===== config.mk =====
export PLATFORM = sky130hd
export DESIGN_NAME = fltpm_walker
export DESIGN_NICKNAME = d
export VERILOG_FILES = /design/src/design/fltpm_pkg.sv /design/src/design/fltpm_walker.sv
export SDC_FILE = /design/constraint.sdc
export NUM_CORES = 1
export LEC_CHECK = 0
export BUFFER_PORTS_ARGS = -buffer_cell sky130_fd_sc_hd__buf_2
export CAP_MARGIN = 20
export CORE_ASPECT_RATIO = 1.4
export CORE_UTILIZATION = 45
export DETAILED_ROUTE_END_ITERATION = 16
export GPL_TIMING_DRIVEN = 0
export PLACE_DENSITY = 0.82
export SLEW_MARGIN = 40
export SYNTH_ARGS = -nofsm -noshare
export SYNTH_HDL_FRONTEND = slang
export SYNTH_SLANG_ARGS = --single-unit

===== constraint.sdc =====
create_clock -name clk -period 5 [get_ports clk]
set_input_delay 0.5 -clock clk [delete_from_list [all_inputs] [get_ports clk]]
set_output_delay 0.5 -clock clk [all_outputs]
set_load 0.1 [all_outputs]

===== src/design/fltpm_pkg.sv =====
`timescale 1ns / 1ps
// ----------------------------------------------------------------------------
// fltpm_pkg: shared types and constants
// Types, constants and channel layout for the four-level page table manager.
// ----------------------------------------------------------------------------
package fltpm_pkg;

    localparam int TABLE_FRAMES_DEF = 16;
    localparam int ENTRIES          = 512;
    localparam int IDX_W            = 9;
    localparam int ENTRY_W          = 64;
    localparam int PAGE_SHIFT       = 12;
    localparam int VPAGE_W          = 36;
    localparam int PHYS_W           = 64;
    localparam int FLAGS_W          = 16;
    localparam int CMD_W            = 2;
    localparam int IN_DATA_W        = 120;
    localparam int OUT_DATA_W       = 8;

    localparam logic [PAGE_SHIFT-1:0] PTR_FLAGS     = 12'h003;
    localparam logic [ENTRY_W-1:0]    CLEAR_PRESENT = 64'hFFFF_FFFF_FFFF_FFFE;

    typedef enum logic [CMD_W-1:0] {
        CMD_MAP   = 2'd0,
        CMD_QUERY = 2'd1,
        CMD_UNMAP = 2'd2
    } cmd_t;

    typedef enum logic [2:0] {
        ST_CLEAR,
        ST_IDLE,
        ST_LOOKUP,
        ST_WRITE,
        ST_FINISH
    } state_t;

    typedef struct packed {
        cmd_t                 cmd;
        logic [VPAGE_W-1:0]   vpage;
        logic [PHYS_W-1:0]    phys;
        logic [FLAGS_W-1:0]   flags;
    } walk_req_t;

    typedef struct packed {
        logic valid;
        logic is_mapped;
        logic out_of_tables;
    } walk_res_t;

endpackage


===== src/design/fltpm_walker.sv =====
`timescale 1ns / 1ps
// ----------------------------------------------------------------------------
// fltpm_walker: table walk sequencer
// Clears the table store after reset, then walks, creates and updates
// entries through the single store port, one level per cycle.
// ----------------------------------------------------------------------------
module fltpm_walker
    import fltpm_pkg::*;
#(
    parameter int TABLE_FRAMES = TABLE_FRAMES_DEF
) (
    input  logic                              clk,
    input  logic                              rst_n,
    input  logic                              in_valid,
    output logic                              in_ready,
    input  walk_req_t                         in_req,
    output walk_res_t                         res,
    input  logic                              res_ready,
    output logic                              ram_en,
    output logic                              ram_we,
    output logic [$clog2(TABLE_FRAMES)+IDX_W-1:0] ram_addr,
    output logic [ENTRY_W-1:0]                ram_wdata,
    input  logic [ENTRY_W-1:0]                ram_rdata
);

    localparam int FRAME_W = $clog2(TABLE_FRAMES);
    localparam int ADDR_W  = FRAME_W + IDX_W;
    localparam int CNT_W   = $clog2(TABLE_FRAMES + 1);
    localparam logic [ADDR_W-1:0] LAST_ADDR = ADDR_W'(TABLE_FRAMES * ENTRIES - 1);
    localparam logic [CNT_W:0]    FRAME_LIMIT = (CNT_W + 1)'(TABLE_FRAMES);

    state_t             state_reg, state_next;
    logic [1:0]         level_reg, level_next;
    logic [FRAME_W-1:0] frame_reg, frame_next;
    logic [CNT_W-1:0]   free_reg, free_next;
    logic [ADDR_W-1:0]  clr_reg, clr_next;
    logic               mapped_reg, mapped_next;
    logic               oot_reg, oot_next;
    walk_req_t          req_reg;
    logic               ld_req;

    logic [FRAME_W-1:0] entry_frame;
    logic [IDX_W-1:0]   idx_cur, idx_nxt, idx_root;
    logic [CNT_W:0]     need_sum;
    logic [ENTRY_W-1:0] ptr_entry;
    logic               entry_absent;

    function automatic logic [IDX_W-1:0] level_idx(
        input logic [VPAGE_W-1:0] vp,
        input logic [1:0]         lvl
    );
        logic [IDX_W-1:0] r;
        unique case (lvl)
            2'd0:    r = vp[IDX_W-1:0];
            2'd1:    r = vp[2*IDX_W-1:IDX_W];
            2'd2:    r = vp[3*IDX_W-1:2*IDX_W];
            default: r = vp[4*IDX_W-1:3*IDX_W];
        endcase
        return r;
    endfunction

    assign entry_frame  = ram_rdata[PAGE_SHIFT +: FRAME_W];
    assign idx_cur      = level_idx(req_reg.vpage, level_reg);
    assign idx_nxt      = level_idx(req_reg.vpage, level_reg - 2'd1);
    assign idx_root     = level_idx(in_req.vpage, 2'd3);
    assign need_sum     = {1'b0, free_reg} + (CNT_W + 1)'(level_reg);
    assign ptr_entry    = {{(ENTRY_W - PAGE_SHIFT - FRAME_W){1'b0}},
                           free_reg[FRAME_W-1:0], PTR_FLAGS};
    assign entry_absent = (ram_rdata == '0) || !ram_rdata[0];

    always_ff @(posedge clk or negedge rst_n)
    begin
        if (!rst_n)
        begin
            state_reg  <= ST_CLEAR;
            level_reg  <= '0;
            frame_reg  <= '0;
            free_reg   <= CNT_W'(1);
            clr_reg    <= '0;
            mapped_reg <= 1'b0;
            oot_reg    <= 1'b0;
        end
        else
        begin
            state_reg  <= state_next;
            level_reg  <= level_next;
            frame_reg  <= frame_next;
            free_reg   <= free_next;
            clr_reg    <= clr_next;
            mapped_reg <= mapped_next;
            oot_reg    <= oot_next;
        end
    end

    always_ff @(posedge clk)
    begin
        if (ld_req)
        begin
            req_reg <= in_req;
        end
    end

    always_comb
    begin
        state_next        = state_reg;
        level_next        = level_reg;
        frame_next        = frame_reg;
        free_next         = free_reg;
        clr_next          = clr_reg;
        mapped_next       = mapped_reg;
        oot_next          = oot_reg;
        ld_req            = 1'b0;
        in_ready          = 1'b0;
        res.valid         = 1'b0;
        res.is_mapped     = mapped_reg;
        res.out_of_tables = oot_reg;
        ram_en            = 1'b0;
        ram_we            = 1'b0;
        ram_addr          = {frame_reg, idx_cur};
        ram_wdata         = '0;

        unique case (state_reg)
            ST_CLEAR:
            begin
                ram_en   = 1'b1;
                ram_we   = 1'b1;
                ram_addr = clr_reg;
                clr_next = clr_reg + 1'b1;
                if (clr_reg == LAST_ADDR)
                begin
                    state_next = ST_IDLE;
                end
            end
            ST_IDLE:
            begin
                in_ready = 1'b1;
                if (in_valid)
                begin
                    ld_req      = 1'b1;
                    ram_en      = 1'b1;
                    ram_addr    = {{FRAME_W{1'b0}}, idx_root};
                    level_next  = 2'd3;
                    frame_next  = '0;
                    mapped_next = 1'b0;
                    oot_next    = 1'b0;
                    unique case (in_req.cmd)
                        CMD_MAP, CMD_QUERY, CMD_UNMAP: state_next = ST_LOOKUP;
                        default:                       state_next = ST_FINISH;
                    endcase
                end
            end
            ST_LOOKUP:
            begin
                unique case (req_reg.cmd)
                    CMD_MAP:
                    begin
                        if (ram_rdata == '0)
                        begin
                            if (need_sum > FRAME_LIMIT)
                            begin
                                oot_next   = 1'b1;
                                state_next = ST_FINISH;
                            end
                            else
                            begin
                                ram_en     = 1'b1;
                                ram_we     = 1'b1;
                                ram_wdata  = ptr_entry;
                                frame_next = free_reg[FRAME_W-1:0];
                                free_next  = free_reg + 1'b1;
                                level_next = level_reg - 2'd1;
                                state_next = ST_WRITE;
                            end
                        end
                        else
                        begin
                            frame_next = entry_frame;
                            level_next = level_reg - 2'd1;
                            if (level_reg == 2'd1)
                            begin
                                state_next = ST_WRITE;
                            end
                            else
                            begin
                                ram_en   = 1'b1;
                                ram_addr = {entry_frame, idx_nxt};
                            end
                        end
                    end
                    CMD_QUERY, CMD_UNMAP:
                    begin
                        if (entry_absent)
                        begin
                            state_next = ST_FINISH;
                        end
                        else if (level_reg == 2'd0)
                        begin
                            mapped_next = 1'b1;
                            state_next  = ST_FINISH;
                            if (req_reg.cmd == CMD_UNMAP)
                            begin
                                ram_en    = 1'b1;
                                ram_we    = 1'b1;
                                ram_wdata = ram_rdata & CLEAR_PRESENT;
                            end
                        end
                        else
                        begin
                            ram_en     = 1'b1;
                            ram_addr   = {entry_frame, idx_nxt};
                            frame_next = entry_frame;
                            level_next = level_reg - 2'd1;
                        end
                    end
                    default:
                    begin
                        state_next = ST_FINISH;
                    end
                endcase
            end
            ST_WRITE:
            begin
                ram_en = 1'b1;
                ram_we = 1'b1;
                if (level_reg == 2'd0)
                begin
                    ram_wdata  = req_reg.phys | ENTRY_W'(req_reg.flags);
                    state_next = ST_FINISH;
                end
                else
                begin
                    ram_wdata  = ptr_entry;
                    frame_next = free_reg[FRAME_W-1:0];
                    free_next  = free_reg + 1'b1;
                    level_next = level_reg - 2'd1;
                end
            end
            ST_FINISH:
            begin
                res.valid = 1'b1;
                if (res_ready)
                begin
                    state_next = ST_IDLE;
                end
            end
        endcase
    end

    a_no_write_idle: assert property (@(posedge clk) disable iff (!rst_n)
        (state_reg == ST_IDLE || state_reg == ST_FINISH) |-> !ram_we)
        else $error("table store written outside a walk");

    a_free_bound: assert property (@(posedge clk) disable iff (!rst_n)
        free_reg <= CNT_W'(TABLE_FRAMES))
        else $error("frame allocator past the store");

    a_free_map_only: assert property (@(posedge clk) disable iff (!rst_n)
        (state_reg == ST_LOOKUP && req_reg.cmd != CMD_MAP) |=> $stable(free_reg))
        else $error("frame allocated outside map");

    a_flags_exclusive: assert property (@(posedge clk) disable iff (!rst_n)
        res.valid |-> !(res.is_mapped && res.out_of_tables))
        else $error("result carries both flags");

endmodule


==> impl_metrics.yaml, run 1 <==
outcome:
  status: "finished, final reports clean"
worst_setup_path:
  critical-path-max-stage-delay_ns: 0.64
  crit_fanout: 10
  critical-path-top-delay-family: "simple AND/OR/NAND/NOR gates"
  critPathKind: "reg -> out"
  worstSetupPathDepth: 10
  crit_slowest_cell: "nor4_1"
  r2r-end: "frame_reg[3]"
  path_buf_inv: 4
  cp_cell_sequence: "inv_1 -> ha_1 -> inv_1 -> nor4_1 -> nand2_1 -> nor2_1 -> buf_2 -> nor2_1 -> o22ai_1 -> buf_2"
  rr_worst_depth: 7
  end_kind: "primary output"
  r2r_setup_slack_ns: 2.01
  r2r-start: "free_reg[0]"
  setup.worst_path.start_class: "register"
  arrival_ns: 4.07
  worst_ep_required_time_ns: 4.50
clock_tree:
  clock_sinks: 147
  cts_tree: "done"
  numCtsBuffers: 17
  clk_latency_ns: 0.43
  post-cts-setup-buffers: 0
  hold_buffers: 0
  path_clk_slew_ns: 0.07
  root_buffer: "clkbuf_16"
  post_cts_resized: 0
  cts-htree-levels: 4
  clock_path_buffers: 2
synthesis:
  synthFlopType: "edfxtp_1"
  postSynthCellCount: 564
  syn-cell-area_mm2: 0.00698
  synth_top_family_by_area: "compound AO/OA/AOI/OAI gates"
  synth_edf_count: 118
  synth_compound_area_share_pct: 19.4
  syn-num-nets: 764
  synth-async-reset-ratio_pct: 19.7
  synthAdderAreaFrac_pct: 2.62
  ys_warn_count: 0
  syn_area_per_cell_um2: 12.4
  synthXorXnorAreaFrac_pct: 2.01
  ys_types: 55
  synth-simple-area-share_pct: 10.8
  ys_seq_area_share_pct: 61.2
  yosys_register_bits: 147
  synth_mux_area_share_pct: 0.896
route:
  final_antenna_net_count: 0
  via_per_inst: 5.99
  drt_iter0_drc: 775
  wire_per_inst_um: 21.9
  dr_total_vias: 6342
  firstDrtPassIters: 6
  drt_wl_total_mm: 23.1
  drc_errors: 0
placed_design:
  io_buffers: 268
  pre_cts_slack_ns: 1.01
  gp_congestion: 0.963
  dp_hpwl_mm: 17.8
final_layout:
  final_layout_size_suffix_gt1_share_pct: 37.6
  nNetsFinal: 1052
  largest_reg_flops: 118
  area_growth_pct: 32.0
  final_cell_mix: "275 x buf_2, 118 x edfxtp_1, 53 x nand2_1"
  fillers: 1239
  final_common_cell: "buf_2"
floorplan:
  num_rows: 53
  num_io_pins: 269
  dieArea_mm2: 0.0160
  die_width_um: 107
  die_h_um: 149
  fp.coreArea_mm2: 0.0151
  initial_core_util_pct: 46.2
power_and_ir_drop:
  p_leak_nw: 4.00
  powerDensity_mw_per_mm2: 549
  ir_drop_mv: 0.793
global_routing:
  use_met3_pct: 7.91
  grt_start_max_net_pins: 81
  grt_most_used_layer: "met2"
  use_met2_pct: 51.2
  grtUsageTotal_pct: 28.5
  met1_usage_pct: 32.4
  antenna_found_initial: 0
  grt-ovfl-total: 0
  grt_pass1_vias: 6000
  grt_pass1_wl_mm: 33.0
timing:
  final_hold_viol_count: 0
  clock_skew_ns: 0.00827
  relSlewSlack_pct: 53.3
  finalSetupViolCount: 0
  rsz0062_at_grt: "false"
  fmax_mhz: 219
  finalCriticalPeriod_ns: 4.57
  fin_tns_setup_ns: 0
  finalCritPeriodShare_pct: 91.3
  worst_slew_pin_slew_ns: 0.693
  finalWorstSetupSlack_ns: 0.433
  finalMaxSlewViolations: 0
worst_hold_path:
  hold_class: "in -> async"
flow_run:
  cap_violations: 0
==> power breakdown <==
group          leakage (nW)  internal, mW  total [mW]  switching [mW]
combinational          2.23         0.482        1.88            1.40
sequential             1.48          1.68        1.85           0.168
clock                 0.301         0.763        1.32           0.559
==> per-layer routing <==
metal / vias up / share of wire, % / wire length [µm]
met5: - / 0 / 0
met4: 0 / 2.3 / 542
met3: 47 / 12 / 2660
met2: 427 / 52 / 12100
met1: 3038 / 34 / 7810
li1: 2830 / - / -
==> stage by stage <==
| step | hold WS [ns] | instance area, µm² | total power [mW] | util (%) | cells |
|---|---|---|---|---|---|
| 2_1_floorplan | 0.204 | 6980 | 3.25 | - | 564 |
| 3_3_place_gp | 0.482 | 8560 | 3.68 | 56.6 | 1024 |
| 3_5_place_dp | 0.487 | 8600 | 3.72 | 56.9 | 1025 |
| 4_1_cts | 0.109 | 9210 | 5.04 | 60.9 | 1057 |
| 5_1_grt | 0.151 | 9210 | 5.24 | 60.9 | 1057 |
| 6_report | 0.108 | 9220 | 5.06 | 61.0 | 1058 |
==> Yosys cell counts (3+ instances only) <==
| cell | number | area (µm²) |
|---|---|---|
| ha_1 | 13 | 163 |
| a31oi_1 | 6 | 37.5 |
| dfrtp_1 | 28 | 701 |
| or2_2 | 5 | 31.3 |
| buf_2 | 7 | 35.0 |
| edfxtp_1 | 118 | 3540 |
| buf_1 | 3 | 11.3 |
| nand2_1 | 53 | 199 |
| a222oi_1 | 18 | 180 |
| o21ai_0 | 38 | 190 |
| xnor2_1 | 10 | 87.6 |
| nor3_1 | 10 | 50.1 |
| and4_1 | 3 | 26.3 |
| xor2_1 | 6 | 52.6 |
| nor2_1 | 37 | 139 |
| a22oi_1 | 8 | 60.1 |
| nand3_1 | 6 | 30.0 |
| clkbuf_1 | 27 | 101 |
| o31ai_1 | 5 | 37.5 |
| a21oi_1 | 8 | 40.0 |
| a221o_1 | 17 | 170 |
| a22o_1 | 51 | 447 |
| a211oi_1 | 5 | 37.5 |
| mux2i_1 | 4 | 40.0 |
| and3_1 | 6 | 37.5 |
| nor4_1 | 18 | 113 |
| nand4_1 | 9 | 56.3 |
| inv_1 | 13 | 48.8 |
==> worst max path at each step <==
stage	startpoint	end	slack, ns
3_3_place_gp	state_reg[0]	ram_addr[0]	0.63
5_1_grt	level_reg[1]	ram_wdata[1]	0.24
6_report	level_reg[0]	ram_wdata[1]	0.43
4_1_cts	free_reg[0]	ram_wdata[1]	0.54
3_5_place_dp	level_reg[0]	ram_wdata[1]	1.01
2_1_floorplan	free_reg[0]	ram_en	0.21
==> worst reg2reg max path, delay by kind of cell (launching register included) <==
family | cells | cell delay (ns)
simple gates | 1 | 0.38
fa+ha+maj | 2 | 0.68
flops | 1 | 0.62
compound gates | 4 | 1.22
==> kinds of logic after synthesis <==
group,Yosys count
buffers and inverters,53
xor gates and xnor gates,16
and+or+nand+nor,156
adders and majority gates,14
muxes,6
DFF,147
AOI/OAI and AO/OA,172
==> final cells by class <==
cell class | instances | area (µm²) | area share [%]
clock buffer | 17 | 425 | 4.62
tap | 192 | 240 | 2.61
clock inverter | 15 | 188 | 2.04
sequential | 147 | 4270 | 46.3
inverter | 13 | 48.8 | 0.529
timing repair buffer | 269 | 1370 | 14.9
antenna | 1 | 2.50 | 0.0272
multi-input combinational | 364 | 2490 | 27.0
buffer | 40 | 184 | 2.00
No activity file was read; power rests on OpenSTA's default activity.
==> inputs of run 2 (changes only) <==
- ABC_AREA: not set -> 1
- PLACE_DENSITY: 0.82 -> 0.77
- clock period: 5 -> 4.7 ns (I/O delays scaled with it)
==> impl_metrics.yaml, run 2 <==
synthesis:
  yosys-top-cells-area: "edfxtp_1 43%, nand2_1 13%, dfrtp_1 8.4%, a32o_1 5.4%, nand3_1 5.0%"
  synth_top_area_cell: "edfxtp_1"
  synth-async-reset-ratio_pct: 19.7
  syn-cell-area_mm2: 0.00832
  synthFlopType: "edfxtp_1"
  yosys_register_bits: 147
  syn_area_per_cell_um2: 8.78
  synth_common_cells: "285 x nand2_1, 118 x edfxtp_1, 83 x nand3_1"
  syn-num-nets: 1147
  postSynthCellCount: 947
  ys_seq_area_share_pct: 51.3
  synth_most_common_cell: "nand2_1"
  ys_types: 40
  synth_edf_count: 118
  yosysTopAreaCellShare_pct: 42.6
  ys_warn_count: 0
worst_setup_path:
  crit_fanout: 7
  arrival_ns: 3.41
  end_kind: "primary output"
  critPathKind: "reg -> out"
  path_buf_inv: 2
  critical-path-max-stage-delay_ns: 0.49
  cp_cell_sequence: "ha_1 -> fa_1 -> nor2_1 -> nand2_1 -> a21oi_1 -> nand3_1 -> nand2_1 -> nand2_1 -> inv_1 -> nand3_1 -> o21ai_0 -> buf_2"
  crit_slowest_cell: "buf_2"
  critical-path-top-delay-family: "simple AND/OR/NAND/NOR gates"
  worst_ep_required_time_ns: 4.23
  cp_common_cell: "nand2_1"
  setup.worst_path.start_class: "register"
clock_tree:
  hold_buffers: 0
  cts-htree-levels: 4
  numCtsBuffers: 17
  post_cts_resized: 0
  root_buffer: "clkbuf_16"
  clock_sinks: 147
  cts_tree: "done"
  path_clk_slew_ns: 0.06
  clk_latency_ns: 0.43
  clock_path_buffers: 2
  post-cts-setup-buffers: 0
final_layout:
  final_cell_mix: "286 x buf_2, 285 x nand2_1, 118 x edfxtp_1"
  final_cells: 1488
  area_growth_pct: 26.9
  final_util_pct: 58.7
  largest_reg_flops: 118
  nNetsFinal: 1435
  final_common_cell: "buf_2"
  n_antenna_cell: 0
  final_layout_size_suffix_gt1_share_pct: 28.1
route:
  wire_per_inst_um: 18.8
  wl_met2_mm: 14.5
  drt_wl_total_mm: 27.9
  firstDrtPassIters: 6
  top_layer: "met4"
  drt_iter0_drc: 576
  drc_errors: 0
  via_per_inst: 5.49
  dr_total_vias: 8170
  wl_met1_mm: 9.99
  wl_met3_mm: 2.26
  final_antenna_net_count: 0
timing:
  finalWorstSetupSlack_ns: 0.816
  hold_slack_ns: 0.0934
  final_hold_viol_count: 0
  worst_slew_pin_slew_ns: 0.742
  fin_tns_setup_ns: 0
  fmax_mhz: 257
  clock_skew_ns: 0.0125
  finalCritPeriodShare_pct: 82.6
  finalSetupViolCount: 0
  finalCriticalPeriod_ns: 3.88
  rsz0062_at_grt: "false"
  relSlewSlack_pct: 50.6
  finalMaxSlewViolations: 0
global_routing:
  grt_start_max_net_pins: 83
  grt_pass1_wl_mm: 42.1
  grt-ovfl-total: 0
  grtUsageTotal_pct: 30.2
  antenna_found_initial: 0
  grt_pass1_vias: 8083
placed_design:
  pre_cts_slack_ns: 1.23
  place_inst: 1456
  io_buffers: 268
  gp_congestion: 0.933
  dp_hpwl_mm: 21.9
power_and_ir_drop:
  ir_drop_mv: 0.409
  p_leak_nw: 4.85
  powerDensity_mw_per_mm2: 642
worst_hold_path:
  hold_class: "in -> async"
outcome:
  status: "finished, final reports clean"
floorplan:
  fp.coreArea_mm2: 0.0180
  die_width_um: 117
  dieArea_mm2: 0.0190
  num_io_pins: 269
  initial_core_util_pct: 46.2
  die_h_um: 163
  num_rows: 58
flow_run:
  cap_violations: 0
-- run 2: through the flow --
stage,power [mW],area [µm²]
2_1_floorplan,4.60,8320
3_3_place_gp,5.40,9960
3_5_place_dp,5.45,9990
4_1_cts,6.77,10600
5_1_grt,7.20,10600
6_report,6.78,10600
-- run 2: final timing paths --
kind                                    from  slack [ns]  cells after the start            end
min in group clk                  in_req[62]        0.20                      1    req_reg[62]
worst min register to register       oot_reg        0.50                      2        oot_reg
worst min-delay path                   rst_n        0.09                      1    free_reg[3]
worst max register to register  level_reg[0]        2.23                     13   frame_reg[3]
max in group asynchronous              rst_n        4.12                      1    clr_reg[10]
worst max-delay path            level_reg[0]        0.82                     12  ram_wdata[12]
-- run 2: power by group --
| group | switching, mW | leakage, nW | internal (mW) |
|---|---|---|---|
| logic | 2.64 | 3.10 | 0.822 |
| registers | 0.201 | 1.48 | 1.79 |
| clock network | 0.618 | 0.274 | 0.705 |
| total | 3.46 | 4.85 | 3.32 |
-- run 2: metal layers --
| layer | GRT usage [%] | vias up |
|---|---|---|
| met1 | 32.3 | 3802 |
| met3 | 8.19 | 80 |
| met5 | 0 | - |
| li1 | - | 3881 |
| met2 | 53.8 | 407 |
| met4 | 15.0 | 0 |
-- run 2: cells by family (layout without fill, tap and decap cells) --
| group | Yosys count | count (layout) | share of synthesized area, % |
|---|---|---|---|
| flip-flops | 147 | 147 | 51.3 |
| XOR/XNOR | 17 | 17 | 1.79 |
| buffers and inverters | 129 | 430 | 6.54 |
| AND/OR/NAND/NOR | 453 | 453 | 22.9 |
| adder cells (fa/ha/maj) | 14 | 14 | 2.20 |
| AO/OA/AOI/OAI | 187 | 187 | 15.2 |
-- run 2: area by class of cell --
cell class,count,area (µm²)
fill,1721,7440
sequential,147,4270
multi-input combinational,671,3500
timing repair buffer,269,1370
clock buffer,18,429
inverter,79,304
tap,240,300
buffer,50,248
clock inverter,14,135
